$ cat src/rtl/core/vn_pkg.sv
// shared types and constants for the vector normalizer
package vn_pkg;

    localparam int unsigned CompW   = 32;
    localparam int unsigned Lanes   = 3;
    localparam int unsigned FracW   = 30;
    localparam int unsigned SqrtSt  = 32;
    localparam int unsigned DivSt   = 32;
    localparam int unsigned QDepth  = 4;

    localparam logic [CompW-1:0] PosMax = 32'h7FFF_FFFF;
    localparam logic [CompW-1:0] NegMax = 32'h8000_0000;

    typedef struct packed {
        logic [Lanes-1:0][CompW-1:0] mag;
        logic [Lanes-1:0]            neg;
    } vec_t;

    typedef struct packed {
        vec_t             vec;
        logic [CompW-1:0] len;
    } item_t;

endpackage

$ cat src/rtl/core/vn_queue.sv
// short item queue between the front and back pipelines
module vn_queue
    import vn_pkg::*;
(
    input  logic  clk,
    input  logic  rst_n,
    input  logic  in_valid,
    output logic  in_ready,
    input  item_t in_item,
    output logic  out_valid,
    input  logic  out_ready,
    output item_t out_item
);

    localparam int unsigned AW = $clog2(QDepth);

    item_t         mem [0:QDepth-1];
    logic [AW-1:0] wr_ptr_reg;
    logic [AW-1:0] rd_ptr_reg;
    logic [AW:0]   cnt_reg;
    logic          push;
    logic          pop;

    assign in_ready  = (cnt_reg != QDepth[AW:0]);
    assign out_valid = (cnt_reg != '0);
    assign push      = in_valid && in_ready;
    assign pop       = out_valid && out_ready;
    assign out_item  = mem[rd_ptr_reg];

    always_ff @(posedge clk or negedge rst_n)
    begin
        if (!rst_n)
        begin
            wr_ptr_reg <= '0;
            rd_ptr_reg <= '0;
            cnt_reg    <= '0;
        end
        else
        begin
            if (push)
            begin
                wr_ptr_reg <= wr_ptr_reg + 1'b1;
            end
            if (pop)
            begin
                rd_ptr_reg <= rd_ptr_reg + 1'b1;
            end
            if (push && !pop)
            begin
                cnt_reg <= cnt_reg + 1'b1;
            end
            else if (pop && !push)
            begin
                cnt_reg <= cnt_reg - 1'b1;
            end
        end
    end

    always_ff @(posedge clk)
    begin
        if (push)
        begin
            mem[wr_ptr_reg] <= in_item;
        end
    end

endmodule

$ cat config.mk
export PLATFORM = sky130hd
export DESIGN_NAME = vn_queue
export DESIGN_NICKNAME = d
export VERILOG_FILES = /design/src/rtl/core/vn_pkg.sv /design/src/rtl/core/vn_queue.sv
export SDC_FILE = /design/constraint.sdc
export NUM_CORES = 1
export LEC_CHECK = 0
export ABC_AREA = 1
export ABC_CLOCK_PERIOD_IN_PS = 14000
export BUFFER_PORTS_ARGS = -buffer_cell sky130_fd_sc_hd__buf_4
export CELL_PAD_IN_SITES_DETAIL_PLACEMENT = 1
export CELL_PAD_IN_SITES_GLOBAL_PLACEMENT = 1
export CORE_ASPECT_RATIO = 1.25
export CORE_MARGIN = 3
export CORE_UTILIZATION = 45
export CTS_CLUSTER_DIAMETER = 30
export DETAILED_ROUTE_END_ITERATION = 8
export PLACE_DENSITY_LB_ADDON = 0.1
export SKIP_LAST_GASP = 1
export SYNTH_ARGS = -nofsm -noshare
export SYNTH_HDL_FRONTEND = slang
export SYNTH_SLANG_ARGS = --single-unit
$ cat constraint.sdc
create_clock -name clk -period 14 [get_ports clk]
set_clock_uncertainty 0.2 [all_clocks]
set_input_delay 1.4 -clock clk [delete_from_list [all_inputs] [get_ports clk]]
set_output_delay 1.4 -clock clk [all_outputs]
set_load 0.005 [all_outputs]
==> flow_summary.toml <==
[finish]
final_cell_mix = "edfxtp_1 (524), nand2_1 (410), buf_4 (281)"
final_cell_count_no_fill = 2591
n_fill_cell = 4572
largest_reg_flops = 524
utilization_pct = 58.12
areaGrowthSynthToFinish_pct = 26.40
final_common_cell = "edfxtp_1"
nets = 2021
drive_gt1_share_pct = 25.23

[global_routing]
gr-usage-met3_pct = 6.249
grt_pass1_vias = 14074
gr-total-overflow = 0
grt_usage_pct = 20.33
grtUsageMet2_pct = 36.09
grt_first_pass_wirelength_um = 79030
grt_max_degree = 134
grt_most_used_layer = "met2"
grt_use_met1_pct = 23.14
antenna_found_initial = 9

[placement]
pre_cts_ws_ps = 9092
dp_cells = 2413
gp_congestion = 0.7382
dp_hpwl_um = 29950
io_buffers = 267

[synthesis]
ys_warn_count = 0
avgSynthCellArea_um2 = 13.49
syn_area_mm2 = 0.02142
ys_ff_latch = 531
synthesis.nets = 1729
synth_cell_types = 19
synth_seq_area_share_pct = 74.29
synthCells = 1588

[cts]
clockBufferDepth = 3
clkLatencyLatePin_ps = 610
cts-hold-fix-buffers = 0
cts.sinks = 531
cts_root_buf = "clkbuf_16"
cts-htree-levels = 3
cts_tree = "built"
cts_buffers = 95
cts_setup_buffers = 0
cts_resized = 0
clk_pin_slew_ps = 50

[power_and_ir_drop]
powerDensity_mw_per_mm2 = 234.5
ir_drop_uv = 153.1
p_leak_uw = 0.01091
p_total_uw = 6348

[floorplan]
rows = 88
die_x_um = 201.1
dieArea_mm2 = 0.05026
num_io_pins = 268
dieHeight_um = 249.9
coreArea_mm2 = 0.04657
start_util_pct = 45.98

[setup_path]
cp_max_fo = 133
slowest_delay_ps = 900
worstPathCellList = "inv_8 -> buf_4 -> buf_4 -> nand2_1 -> o211ai_1 -> nand2_1 -> buf_4"
critPathKind = "reg2out"
startpoint_type = "flop"
crit_family = "buffers and inverters"
path_buf_inv = 4
cp_common_cell = "buf_4"
slowest_stage = "buf_4"
cp.arrival_ps = 3950
required_ps = 12400
crit_path_end_kind = "output port"

[sta]
tns_ps = 0
relSlewSlack_pct = 22.22
timing.final.crit_share_pct = 39.67
tightest_slew_ps = 1167
slew_violations = 0
hold_viol = 0
finalSetupViolations = 0
period_minus_slack_ps = 5553
rsz0062_at_grt = "false"
finalWorstSetupSlack_ps = 8447
fmax_ghz = 0.1801

[outcome]
status = "complete, no violations"

[drt]
drtAntennaViolNets = 0
routed_via_density = 5.010
wl_per_cell_um = 19.96
route.detailed.drc = 0
route.vias.total = 12981
dr.pass1.iters = 5
drt-total-wl_um = 51710
dr.first_iter.drc_count = 595

[run]
cap_viol_max_count = 0

[min_path]
worstHoldPathType = "reg2reg"
-- per-layer routing --
layer / up-vias / share of wire, %
met5: - / 0.17
met4: 12 / 2.2
met3: 81 / 6.9
met2: 288 / 52
met1: 6437 / 39
li1: 6163 / -
-- metrics by stage --
stage,instance area [um2],hold slack (ps)
after floorplan,21420,262.8
after global placement,23820,284.8
after detailed placement,23820,294.0
after CTS,27060,304.8
after global routing,27070,336.7
final,27070,301.0
-- cell families (layout without fill, tap and decap cells) --
logic type,count (synthesis),count (layout),synth area share [%]
buf+inv,365,735,7.460
flops,531,531,74.29
xor+xnor,1,1,0.04090
fa+ha+maj,6,6,0.3856
simple gates,422,422,7.449
compound gates,263,263,10.38
other cells,0,3,0
-- final timing paths --
check	to	from	slack, ps	depth (start not counted)
worst max-delay path	out_item[90]	rd_ptr_reg[0]$_DFFE_PN0P_	8450	7
min in group asynchronous	rd_ptr_reg[0]$_DFFE_PN0P_	rst_n	400	1
max in group asynchronous	rd_ptr_reg[1]$_DFFE_PN0P_	rst_n	13050	1
worst min-delay path	cnt_reg[2]$_DFFE_PN0P_	cnt_reg[2]$_DFFE_PN0P_	300	2
worst max register to register	mem[3][65]$_DFFE_PP_	cnt_reg[0]$_DFFE_PN0P_	10710	5
worst min register to register	cnt_reg[2]$_DFFE_PN0P_	cnt_reg[2]$_DFFE_PN0P_	300	2
-- synth_stat cells --
master	count	area (um2)
inv_1	276	1036
buf_2	29	145.1
clkbuf_1	27	101.4
fa_1	1	20.02
xnor2_1	1	8.760
dfrtp_1	7	175.2
o211ai_2	50	625.6
nand2_1	410	1539
buf_4	3	22.52
nor2_1	4	15.01
o211ai_1	212	1592
inv_2	2	7.510
buf_1	4	15.01
edfxtp_1	524	15740
ha_1	5	62.56
o21ai_0	1	5.000
buf_6	24	270.3
nand3_1	7	35.03
nand4_1	1	6.260
-- where the power goes --
part / internal (uW) / total [uW] / switching [uW]
clock network: 1480 / 2280 / 795
registers: 2100 / 2200 / 104
logic: 703 / 1870 / 1160
total: 4280 / 6350 / 2060
-- worst reg2reg max path, cell delays in order, from the launching register on --
cell,delay (ps)
dfrtp_1,410
inv_1,70
nand3_1,170
nand2_1,320
nor2_4,790
buf_4,900
-- layout make-up --
type / count / area [um2] / share of cell area (%)
clock buffer: 106 / 2471 / 9.128
timing repair buffer: 282 / 2130 / 7.866
antenna: 3 / 7.507 / 0.02773
sequential: 531 / 15910 / 58.79
tap: 630 / 788.3 / 2.912
multi-input combinational: 692 / 3939 / 14.55
clock inverter: 69 / 768.2 / 2.838
inverter: 278 / 1054 / 3.892
(Power assumes the default switching activity.)
